--- config.mk ---
export PLATFORM = sky130hd
export DESIGN_NAME = seconds_to_calendar_date
export DESIGN_NICKNAME = d
export VERILOG_FILES = /design/src/hw/rtl/stcd_pkg.sv /design/src/hw/rtl/stcd_datapath.sv /design/src/hw/rtl/stcd_ctrl.sv /design/src/hw/rtl/seconds_to_calendar_date.sv
export VERILOG_INCLUDE_DIRS = /design/src /design/src/hw/rtl
export SDC_FILE = /design/constraint.sdc
export NUM_CORES = 1
export LEC_CHECK = 0
export BUFFER_PORTS_ARGS = -buffer_cell sky130_fd_sc_hd__buf_2
export CORE_MARGIN = 2
export CORE_UTILIZATION = 40
export CTS_CLUSTER_SIZE = 12
export DETAILED_ROUTE_END_ITERATION = 8
export PLACE_DENSITY = 0.58
export SYNTH_ARGS = -nofsm -noshare
export SYNTH_HDL_FRONTEND = slang
export SYNTH_SLANG_ARGS = --single-unit
--- constraint.sdc ---
create_clock -name aclk -period 9.1 [get_ports aclk]
set_input_delay 0.455 -clock aclk [delete_from_list [all_inputs] [get_ports aclk]]
set_output_delay 0.455 -clock aclk [all_outputs]
set_load 0.005 [all_outputs]
--- src/hw/rtl/seconds_to_calendar_date_assert.svh ---
// ----------------------------------------------------------------------------
// seconds_to_calendar_date_assert.svh
// Assertion macros shared by the calendar conversion modules. Both expect
// aclk and aresetn in scope.
// ----------------------------------------------------------------------------
`ifndef SECONDS_TO_CALENDAR_DATE_ASSERT_SVH
`define SECONDS_TO_CALENDAR_DATE_ASSERT_SVH

`ifndef SYNTHESIS

// Property that must hold at every edge out of reset
`define STCD_ASSERT(lbl, expr) \
    lbl: assert property (@(posedge aclk) disable iff (!aresetn) (expr)) \
        else $error("stcd: assertion failed");

// Antecedent in one cycle, consequent in the next
`define STCD_IMPLY_NEXT(lbl, ante, cons) \
    lbl: assert property (@(posedge aclk) disable iff (!aresetn) (ante) |=> (cons)) \
        else $error("stcd: assertion failed");

`else

`define STCD_ASSERT(lbl, expr)
`define STCD_IMPLY_NEXT(lbl, ante, cons)

`endif

`endif

--- src/hw/rtl/stcd_pkg.sv ---
// ----------------------------------------------------------------------------
// stcd_pkg
// Types, constants and helper functions for the seconds to calendar date
// converter.
// ----------------------------------------------------------------------------
package stcd_pkg;

    typedef struct packed {
        logic [31:0] seconds_count;
        logic [14:0] tick_count;
    } in_t;

    typedef struct packed {
        logic [11:0] year;
        logic [3:0]  month;
        logic [4:0]  day_of_month;
        logic [4:0]  hour;
        logic [5:0]  minute;
        logic [5:0]  second;
        logic [9:0]  millisecond;
        logic [2:0]  weekday;
    } out_t;

    // Which constant division the datapath is working on
    typedef enum logic [1:0] {
        OP_DAY  = 2'd0,
        OP_HOUR = 2'd1,
        OP_MIN  = 2'd2,
        OP_WEEK = 2'd3
    } div_op_t;

    typedef struct packed {
        logic    load_in;
        logic    div_quo;
        logic    div_rem;
        div_op_t div_op;
        logic    year_step;
        logic    month_step;
        logic    load_out;
    } cmd_t;

    typedef struct packed {
        logic year_more;
        logic month_more;
    } status_t;

    localparam logic [16:0] SECS_PER_DAY  = 17'd86400;
    localparam logic [16:0] SECS_PER_HOUR = 17'd3600;
    localparam logic [11:0] SECS_PER_MIN  = 12'd60;
    localparam logic [15:0] DAYS_PER_WEEK = 16'd7;

    // Quotients by reciprocal multiply after stripping the power-of-two
    // factor: 86400 = 128 * 675, 3600 = 16 * 225, 60 = 4 * 15. Each
    // reciprocal is 2^shift / divisor rounded up; the rounding error times
    // the largest operand stays below 2^shift, so the quotient is exact.
    localparam logic [25:0] RECIP_DAY  = 26'd50903317;
    localparam int unsigned SHIFT_DAY  = 35;
    localparam logic [13:0] RECIP_HOUR = 14'd9321;
    localparam int unsigned SHIFT_HOUR = 21;
    localparam logic [10:0] RECIP_MIN  = 11'd1093;
    localparam int unsigned SHIFT_MIN  = 14;
    localparam logic [16:0] RECIP_WEEK = 17'd74899;
    localparam int unsigned SHIFT_WEEK = 19;

    localparam logic [9:0]  MS_PER_SEC    = 10'd1000;
    localparam int unsigned TICK_BITS     = 15;
    localparam logic [2:0]  EPOCH_WEEKDAY = 3'd4;
    localparam logic [11:0] EPOCH_YEAR    = 12'd1970;
    localparam logic [1:0]  EPOCH_MOD4    = 2'd2;
    localparam logic [6:0]  EPOCH_MOD100  = 7'd70;
    localparam logic [8:0]  EPOCH_MOD400  = 9'd370;
    localparam logic [6:0]  LAST_MOD100   = 7'd99;
    localparam logic [8:0]  LAST_MOD400   = 9'd399;
    localparam logic [8:0]  DAYS_YEAR     = 9'd365;
    localparam logic [8:0]  DAYS_LEAP     = 9'd366;

    function automatic logic [4:0] month_days(logic [3:0] month, logic leap);
        logic [4:0] n;
        case (month)
            4'd2:    n = leap ? 5'd29 : 5'd28;
            4'd4:    n = 5'd30;
            4'd6:    n = 5'd30;
            4'd9:    n = 5'd30;
            4'd11:   n = 5'd30;
            default: n = 5'd31;
        endcase
        return n;
    endfunction

endpackage

--- src/hw/rtl/stcd_datapath.sv ---
// ----------------------------------------------------------------------------
// stcd_datapath
// Constant divisions by reciprocal multiply, year and month walk registers
// and the result register of the calendar converter.
// ----------------------------------------------------------------------------
`include "seconds_to_calendar_date_assert.svh"

module stcd_datapath (
    input  logic              aclk,
    input  logic              aresetn,
    input  stcd_pkg::in_t     in_data,
    input  stcd_pkg::cmd_t    cmd,
    output stcd_pkg::status_t status,
    output stcd_pkg::out_t    out_data
);

    logic [31:0] secs_reg;
    logic [15:0] days_reg;
    logic [16:0] rem_day_reg;
    logic [11:0] rem_hour_reg;
    logic [4:0]  hour_reg;
    logic [5:0]  min_reg;
    logic [5:0]  sec_reg;
    logic [12:0] wq_reg;
    logic [2:0]  wday_reg;
    logic [9:0]  ms_reg;

    logic [16:0] day_reg;
    logic [11:0] year_reg;
    logic [1:0]  mod4_reg;
    logic [6:0]  mod100_reg;
    logic [8:0]  mod400_reg;
    logic [3:0]  month_reg;

    stcd_pkg::out_t out_reg;

    logic [50:0] day_prod;
    logic [15:0] days_next;
    logic [16:0] rem_day_next;
    logic [26:0] hour_prod;
    logic [4:0]  hour_next;
    logic [11:0] rem_hour_next;
    logic [20:0] min_prod;
    logic [5:0]  min_next;
    logic [5:0]  sec_next;
    logic [15:0] wnum;
    logic [32:0] week_prod;
    logic [12:0] wq_next;
    logic [2:0]  wday_next;
    logic        leap;
    logic [8:0]  ylen;
    logic [4:0]  mlen;
    logic [24:0] ms_prod;

    always_comb begin
        // quotient registered first, remainder from it in the next cycle
        day_prod     = 51'(secs_reg[31:7]) * 51'(stcd_pkg::RECIP_DAY);
        days_next    = 16'(day_prod >> stcd_pkg::SHIFT_DAY);
        rem_day_next = 17'(secs_reg - 32'(days_reg) * 32'(stcd_pkg::SECS_PER_DAY));

        hour_prod     = 27'(rem_day_reg[16:4]) * 27'(stcd_pkg::RECIP_HOUR);
        hour_next     = 5'(hour_prod >> stcd_pkg::SHIFT_HOUR);
        rem_hour_next = 12'(rem_day_reg - 17'(hour_reg) * stcd_pkg::SECS_PER_HOUR);

        min_prod = 21'(rem_hour_reg[11:2]) * 21'(stcd_pkg::RECIP_MIN);
        min_next = 6'(min_prod >> stcd_pkg::SHIFT_MIN);
        sec_next = 6'(rem_hour_reg - 12'(min_reg) * stcd_pkg::SECS_PER_MIN);

        wnum      = days_reg + 16'(stcd_pkg::EPOCH_WEEKDAY);
        week_prod = 33'(wnum) * 33'(stcd_pkg::RECIP_WEEK);
        wq_next   = 13'(week_prod >> stcd_pkg::SHIFT_WEEK);
        wday_next = 3'(wnum - 16'(wq_reg) * stcd_pkg::DAYS_PER_WEEK);

        leap = (mod4_reg == 2'd0 && mod100_reg != 7'd0) || mod400_reg == 9'd0;
        ylen = leap ? stcd_pkg::DAYS_LEAP : stcd_pkg::DAYS_YEAR;
        mlen = stcd_pkg::month_days(month_reg, leap);

        ms_prod = 25'(in_data.tick_count) * 25'(stcd_pkg::MS_PER_SEC);

        status.year_more  = day_reg > 17'(ylen);
        status.month_more = day_reg > 17'(mlen);
    end

    always_ff @(posedge aclk) begin
        if (cmd.load_in) begin
            secs_reg   <= in_data.seconds_count;
            ms_reg     <= ms_prod[24:stcd_pkg::TICK_BITS];
            year_reg   <= stcd_pkg::EPOCH_YEAR;
            mod4_reg   <= stcd_pkg::EPOCH_MOD4;
            mod100_reg <= stcd_pkg::EPOCH_MOD100;
            mod400_reg <= stcd_pkg::EPOCH_MOD400;
            month_reg  <= 4'd1;
        end
        if (cmd.div_quo) begin
            case (cmd.div_op)
                stcd_pkg::OP_DAY: begin
                    days_reg <= days_next;
                    day_reg  <= 17'(days_next) + 17'd1;
                end
                stcd_pkg::OP_HOUR: begin
                    hour_reg <= hour_next;
                end
                stcd_pkg::OP_MIN: begin
                    min_reg <= min_next;
                end
                stcd_pkg::OP_WEEK: begin
                    wq_reg <= wq_next;
                end
                default: begin
                end
            endcase
        end
        if (cmd.div_rem) begin
            case (cmd.div_op)
                stcd_pkg::OP_DAY: begin
                    rem_day_reg <= rem_day_next;
                end
                stcd_pkg::OP_HOUR: begin
                    rem_hour_reg <= rem_hour_next;
                end
                stcd_pkg::OP_MIN: begin
                    sec_reg <= sec_next;
                end
                stcd_pkg::OP_WEEK: begin
                    wday_reg <= wday_next;
                end
                default: begin
                end
            endcase
        end
        if (cmd.year_step) begin
            day_reg    <= day_reg - 17'(ylen);
            year_reg   <= year_reg + 12'd1;
            mod4_reg   <= mod4_reg + 2'd1;
            mod100_reg <= (mod100_reg == stcd_pkg::LAST_MOD100) ? 7'd0 : mod100_reg + 7'd1;
            mod400_reg <= (mod400_reg == stcd_pkg::LAST_MOD400) ? 9'd0 : mod400_reg + 9'd1;
        end
        if (cmd.month_step) begin
            day_reg   <= day_reg - 17'(mlen);
            month_reg <= month_reg + 4'd1;
        end
        if (cmd.load_out) begin
            out_reg.year         <= year_reg;
            out_reg.month        <= month_reg;
            out_reg.day_of_month <= day_reg[4:0];
            out_reg.hour         <= hour_reg;
            out_reg.minute       <= min_reg;
            out_reg.second       <= sec_reg;
            out_reg.millisecond  <= ms_reg;
            out_reg.weekday      <= wday_reg;
        end
    end

    assign out_data = out_reg;

    `STCD_ASSERT(a_out_month, !cmd.load_out || (month_reg >= 4'd1 && month_reg <= 4'd12))
    `STCD_ASSERT(a_out_day, !cmd.load_out || (day_reg >= 17'd1 && day_reg <= 17'd31))
    `STCD_IMPLY_NEXT(a_hour_range, cmd.div_quo && cmd.div_op == stcd_pkg::OP_HOUR, hour_reg <= 5'd23)
    `STCD_IMPLY_NEXT(a_wday_range, cmd.div_rem && cmd.div_op == stcd_pkg::OP_WEEK, wday_reg <= 3'd6)

endmodule

--- src/hw/rtl/stcd_ctrl.sv ---
// ----------------------------------------------------------------------------
// stcd_ctrl
// Sequencer for the calendar converter: runs the four divisions, the year
// walk and the month walk, then hands the result to the output register.
// ----------------------------------------------------------------------------
`include "seconds_to_calendar_date_assert.svh"

module stcd_ctrl (
    input  logic              aclk,
    input  logic              aresetn,
    input  logic              s_valid,
    output logic              s_ready,
    output logic              m_valid,
    input  logic              m_ready,
    input  stcd_pkg::status_t status,
    output stcd_pkg::cmd_t    cmd
);

    typedef enum logic [11:0] {
        S_IDLE   = 12'b0000_0000_0001,
        S_DAY_Q  = 12'b0000_0000_0010,
        S_DAY_R  = 12'b0000_0000_0100,
        S_HOUR_Q = 12'b0000_0000_1000,
        S_HOUR_R = 12'b0000_0001_0000,
        S_MIN_Q  = 12'b0000_0010_0000,
        S_MIN_R  = 12'b0000_0100_0000,
        S_WEEK_Q = 12'b0000_1000_0000,
        S_WEEK_R = 12'b0001_0000_0000,
        S_YEAR   = 12'b0010_0000_0000,
        S_MONTH  = 12'b0100_0000_0000,
        S_DONE   = 12'b1000_0000_0000
    } state_t;

    state_t state_reg, state_next;
    logic   m_valid_reg, m_valid_next;

    always_comb begin
        state_next = state_reg;
        cmd        = '0;
        cmd.div_op = stcd_pkg::OP_DAY;
        s_ready    = 1'b0;
        case (state_reg)
            S_IDLE: begin
                s_ready = 1'b1;
                if (s_valid) begin
                    cmd.load_in = 1'b1;
                    state_next  = S_DAY_Q;
                end
            end
            S_DAY_Q: begin
                cmd.div_quo = 1'b1;
                state_next  = S_DAY_R;
            end
            S_DAY_R: begin
                cmd.div_rem = 1'b1;
                state_next  = S_HOUR_Q;
            end
            S_HOUR_Q: begin
                cmd.div_quo = 1'b1;
                cmd.div_op  = stcd_pkg::OP_HOUR;
                state_next  = S_HOUR_R;
            end
            S_HOUR_R: begin
                cmd.div_rem = 1'b1;
                cmd.div_op  = stcd_pkg::OP_HOUR;
                state_next  = S_MIN_Q;
            end
            S_MIN_Q: begin
                cmd.div_quo = 1'b1;
                cmd.div_op  = stcd_pkg::OP_MIN;
                state_next  = S_MIN_R;
            end
            S_MIN_R: begin
                cmd.div_rem = 1'b1;
                cmd.div_op  = stcd_pkg::OP_MIN;
                state_next  = S_WEEK_Q;
            end
            S_WEEK_Q: begin
                cmd.div_quo = 1'b1;
                cmd.div_op  = stcd_pkg::OP_WEEK;
                state_next  = S_WEEK_R;
            end
            S_WEEK_R: begin
                cmd.div_rem = 1'b1;
                cmd.div_op  = stcd_pkg::OP_WEEK;
                state_next  = S_YEAR;
            end
            S_YEAR: begin
                if (status.year_more) begin
                    cmd.year_step = 1'b1;
                end else begin
                    state_next = S_MONTH;
                end
            end
            S_MONTH: begin
                if (status.month_more) begin
                    cmd.month_step = 1'b1;
                end else begin
                    state_next = S_DONE;
                end
            end
            S_DONE: begin
                // wait for the output register to free up
                if (!m_valid_reg || m_ready) begin
                    cmd.load_out = 1'b1;
                    state_next   = S_IDLE;
                end
            end
            default: begin
                state_next = S_IDLE;
            end
        endcase
    end

    always_comb begin
        if (cmd.load_out) begin
            m_valid_next = 1'b1;
        end else if (m_ready) begin
            m_valid_next = 1'b0;
        end else begin
            m_valid_next = m_valid_reg;
        end
    end

    always_ff @(posedge aclk) begin
        if (!aresetn) begin
            state_reg   <= S_IDLE;
            m_valid_reg <= 1'b0;
        end else begin
            state_reg   <= state_next;
            m_valid_reg <= m_valid_next;
        end
    end

    assign m_valid = m_valid_reg;

    `STCD_IMPLY_NEXT(a_accept_starts_div, s_valid && s_ready, state_reg == S_DAY_Q)
    `STCD_ASSERT(a_no_overwrite, !(cmd.load_out && m_valid_reg && !m_ready))
    `STCD_ASSERT(a_state_onehot, $onehot(state_reg))

endmodule

--- src/hw/rtl/seconds_to_calendar_date.sv ---
// ----------------------------------------------------------------------------
// seconds_to_calendar_date
// Converts a seconds-since-1970 count plus 32768 Hz ticks into a Gregorian
// date, time of day, millisecond and weekday.
//
//   channel   ports               payload
//   input     s_valid / s_ready   s_data  (stcd_pkg::in_t)
//   result    m_valid / m_ready   m_data  (stcd_pkg::out_t)
//
// After a beat is accepted, the sequencer runs four constant divisions,
// each a quotient step and a remainder step, then the year and month
// walks (one step a cycle), and loads the result into the output register;
// s_ready rises again in the cycle after the load.
// Reset (aresetn low, synchronous) empties the output register and idles.
// A stalled result stays in the output register; the next beat is taken
// and worked on meanwhile, and waits only at hand-over.
// ----------------------------------------------------------------------------
module seconds_to_calendar_date (
    input  logic           aclk,
    input  logic           aresetn,
    input  logic           s_valid,
    output logic           s_ready,
    input  stcd_pkg::in_t  s_data,
    output logic           m_valid,
    input  logic           m_ready,
    output stcd_pkg::out_t m_data
);

    stcd_pkg::cmd_t    cmd;
    stcd_pkg::status_t status;

    stcd_ctrl u_ctrl (
        .aclk    (aclk),
        .aresetn (aresetn),
        .s_valid (s_valid),
        .s_ready (s_ready),
        .m_valid (m_valid),
        .m_ready (m_ready),
        .status  (status),
        .cmd     (cmd)
    );

    stcd_datapath u_datapath (
        .aclk     (aclk),
        .aresetn  (aresetn),
        .in_data  (s_data),
        .cmd      (cmd),
        .status   (status),
        .out_data (m_data)
    );

endmodule

==> run_results.csv <==
group,metric,value,unit
outcome,status,"complete, no violations",
clock_network,cts-resized-gates,0,
setup_path,crit_path_cell_trace,"inv_1 -> fa_1 -> fa_1 -> inv_1 -> fa_1 -> inv_1 -> fa_1 -> fa_1 -> fa_1 -> inv_1 -> ha_1 -> nand4_1 -> nor4_1 -> nand2_1 -> o31a_1 -> a211oi_2 -> ha_1 -> nand4_1 -> or4_4 -> xnor2_1 -> o21ai_1",
worst_hold_path,hp-class,"input port to flip-flop",
clock_network,cts_hold_buffers,8,
grt,grt_max_degree,52,
drt,met3_length,2190,um
clock_network,cts_root_buf,"clkbuf_16",
sta,slew_headroom,28.9,%
final_layout,largest_register_ff_count,51,
setup_path,slowest_delay,0.72,ns
sta,setup_viol,0,
drt,met1_length,29000,um
sta,slew_viol_final,0,
sta,period_minus_slack,7.67,ns
setup_path,path_max_fanout,10,
sta,fmax,130,MHz
drt,vias,18300,
final_layout,fin_nets,3717,
clock_network,worstSkewPairLatency,0.60,ns
clock_network,htreeDepth,1,
drt,drc,0,
worst_hold_path,hold_start,"s_data[16]",
grt,grtUsageTotal,17.9,%
setup_path,cp-start-kind,"flip-flop",
die,num_io_pins,104,
drt,routedWlPerCell,17.2,um
drt,top_layer,"met4",
logic_synthesis,synth-seq-cells,225,
logic_synthesis,synthesis.area,0.0283,mm^2
die,initial_core_util,40.4,%
clock_network,clkTransAtPathRegs,0.06,ns
drt,drt_iter0_drc,918,
job,cap_viol_max_count,0,
place,dp_hpwl,54000,um
logic_synthesis,seq_area_frac_synth,23.4,%
place,gp_congestion,0.912,
worst_hold_path,hold_end,"u_datapath.secs_reg[1]",
grt,grt_first_pass_wirelength,105000,um
clock_network,clockBufferDepth,3,
sta,fin_tns_setup,0,ns
die,core_area,0.0700,mm^2
final_layout,drive_gt1_share,7.05,%
setup_path,critPathSlowestCell,"edfxtp_1",
grt,grt_overflow_total,0,
drt,drt-total-wl,63600,um
logic_synthesis,synthArstFlopShare,0,%
setup_path,arrival,7.99,ns
sta,fin_crit_sh,84.3,%
logic_synthesis,synth.distinct_cells,90,
sta,layout_setup_ws,1.43,ns
die,die_x,270,um
setup_path,r2r_cells,21,
drt,met2_length,30600,um
setup_path,r2r-start,"u_datapath.secs_reg[15]",
final_layout,nFillCells,6610,
grt,antenna_found_initial,0,
setup_path,critical_path.most_common_cell,"fa_1",
grt,grt_pass1_vias,20300,
logic_synthesis,synth_flop_cell,"edfxtp_1",
drt,viasPerCell,4.94,
logic_synthesis,syn_nets,3593,
sta,rsz0062_at_grt,"no",
logic_synthesis,syn_inst,2622,
die,die_h,270,um
clock_network,numCtsBuffers,28,
sta,fin_worst_skew,0.0124,ns
logic_synthesis,syn_avg_cell_area,10.8,um^2
die,num_rows,97,
setup_path,crit_required,9.42,ns
clock_network,cts_sinks,225,
sta,max_slew.worst_pin.slew,1.07,ns
setup_path,critPathCaptureType,"flip-flop",
logic_synthesis,yosysWarnings,0,
drt,antenna_left,0,
place,dpl_worst_slack,1.46,ns
setup_path,rr_endpoint,"u_datapath.day_reg[14]",
die,die_area,0.0728,mm^2
setup_path,critPathKind,"flip-flop to flip-flop",
setup_path,r2r_slack,1.43,ns
worst_hold_path,hold_depth,1,
final_layout,diodes,0,
final_layout,syn2layout_area_growth,9.62,%
logic_synthesis,synth_enable_flop_cells,212,
place,io_buffer_count,103,
clock_network,post-cts-setup-buffers,0,
drt,drtPass1Iterations,9,
clock_network,cts_tree,"yes",
sta,hold_viol,0,
[worst max-delay path, delay by kind of cell, from the launching register on]
kind	cells	cell delay, ns
compound gates	3	0.69
xor+xnor	1	0.16
fa+ha+maj	8	3.77
buf+inv	4	0.42
flops	1	0.72
simple gates	5	1.63
[per-layer routing]
metal	track usage [%]	vias up
met5	0	-
met4	4.80	0
met3	2.20	85
met2	31.5	303
met1	23.3	8988
li1	-	8947
[cell usage in the layout, fill, tap and decap left out, types with 28 or more instances in the layout]
cell type | synthesis | routed
inv_1 | 612 | 611
ha_1 | 601 | 601
fa_1 | 319 | 319
edfxtp_1 | 212 | 212
nand2_1 | 110 | 110
nor2_1 | 104 | 103
buf_2 | 2 | 103
xnor2_1 | 91 | 91
a21oi_1 | 77 | 77
o21ai_0 | 73 | 73
nand3_1 | 47 | 47
xor2_1 | 45 | 45
clkbuf_16 | 0 | 28
[cells by family after synthesis]
family          count (synthesis)  synth area share, %
compound gates                291                 6.96
xor+xnor                      140                 4.44
fa+ha+maj                     920                 49.2
buf+inv                       634                 8.44
flops                         225                 23.4
mux                             3                0.106
simple gates                  409                 7.41
[cells in the mapped netlist (7+ instances only)]
master    count  area (um^2)
or2_2         8         50.1
a21o_1       25          188
dfxtp_1      13          260
and3_1       18          113
nor3_1       19         95.1
ha_1        601         7520
and2_1        7         43.8
nand2b_1     11         68.8
o21ai_0      73          365
xnor2_1      91          797
o21a_1        8         60.1
nor2_1      104          390
o211ai_1     12         90.1
edfxtp_1    212         6370
or3_1        12         75.1
nand2_1     110          413
xor2_1       45          394
nand4b_1     13          114
nand3_1      47          235
nand4_1      17          106
fa_1        319         6390
clkbuf_1     19         71.3
inv_1       612         2300
a31oi_1      13         81.3
o21bai_1      9         67.6
a21oi_1      77          385
nor2b_1      13         81.3
[layout make-up]
class	instances	area (um^2)	area share, %
multi-input combinational	1763	19300	62.2
sequential	225	6630	21.4
inverter	612	2300	7.41
tap	940	1180	3.80
clock buffer	36	741	2.39
timing repair buffer	116	633	2.04
clock inverter	14	249	0.804
[metrics by stage]
stage                     utilization (%)  cells  area [um^2]  hold WS [ns]
final                                44.2   3706        31000        0.0381
after global routing                 44.2   3706        31000        0.0107
after CTS                            44.2   3706        31000       0.00108
after detailed placement             42.7   3648        29900         0.405
after global placement               42.7   3648        29900         0.401
after floorplan                         -   2622        28300         0.400
[worst max path at each step]
stage                            startpoint                endpoint  cells after the start
global placement    u_datapath.secs_reg[28]  u_datapath.day_reg[14]                     23
CTS                 u_datapath.secs_reg[21]  u_datapath.day_reg[14]                     22
floorplan           u_datapath.secs_reg[30]  u_datapath.day_reg[14]                     24
global route        u_datapath.secs_reg[15]  u_datapath.day_reg[14]                     21
detailed placement  u_datapath.secs_reg[21]  u_datapath.day_reg[14]                     22
finish              u_datapath.secs_reg[15]  u_datapath.day_reg[14]                     21
Power is left out: the tool's default activity adds up to more than one toggle a clock period on the data nets, which glitch-free logic cannot reach.
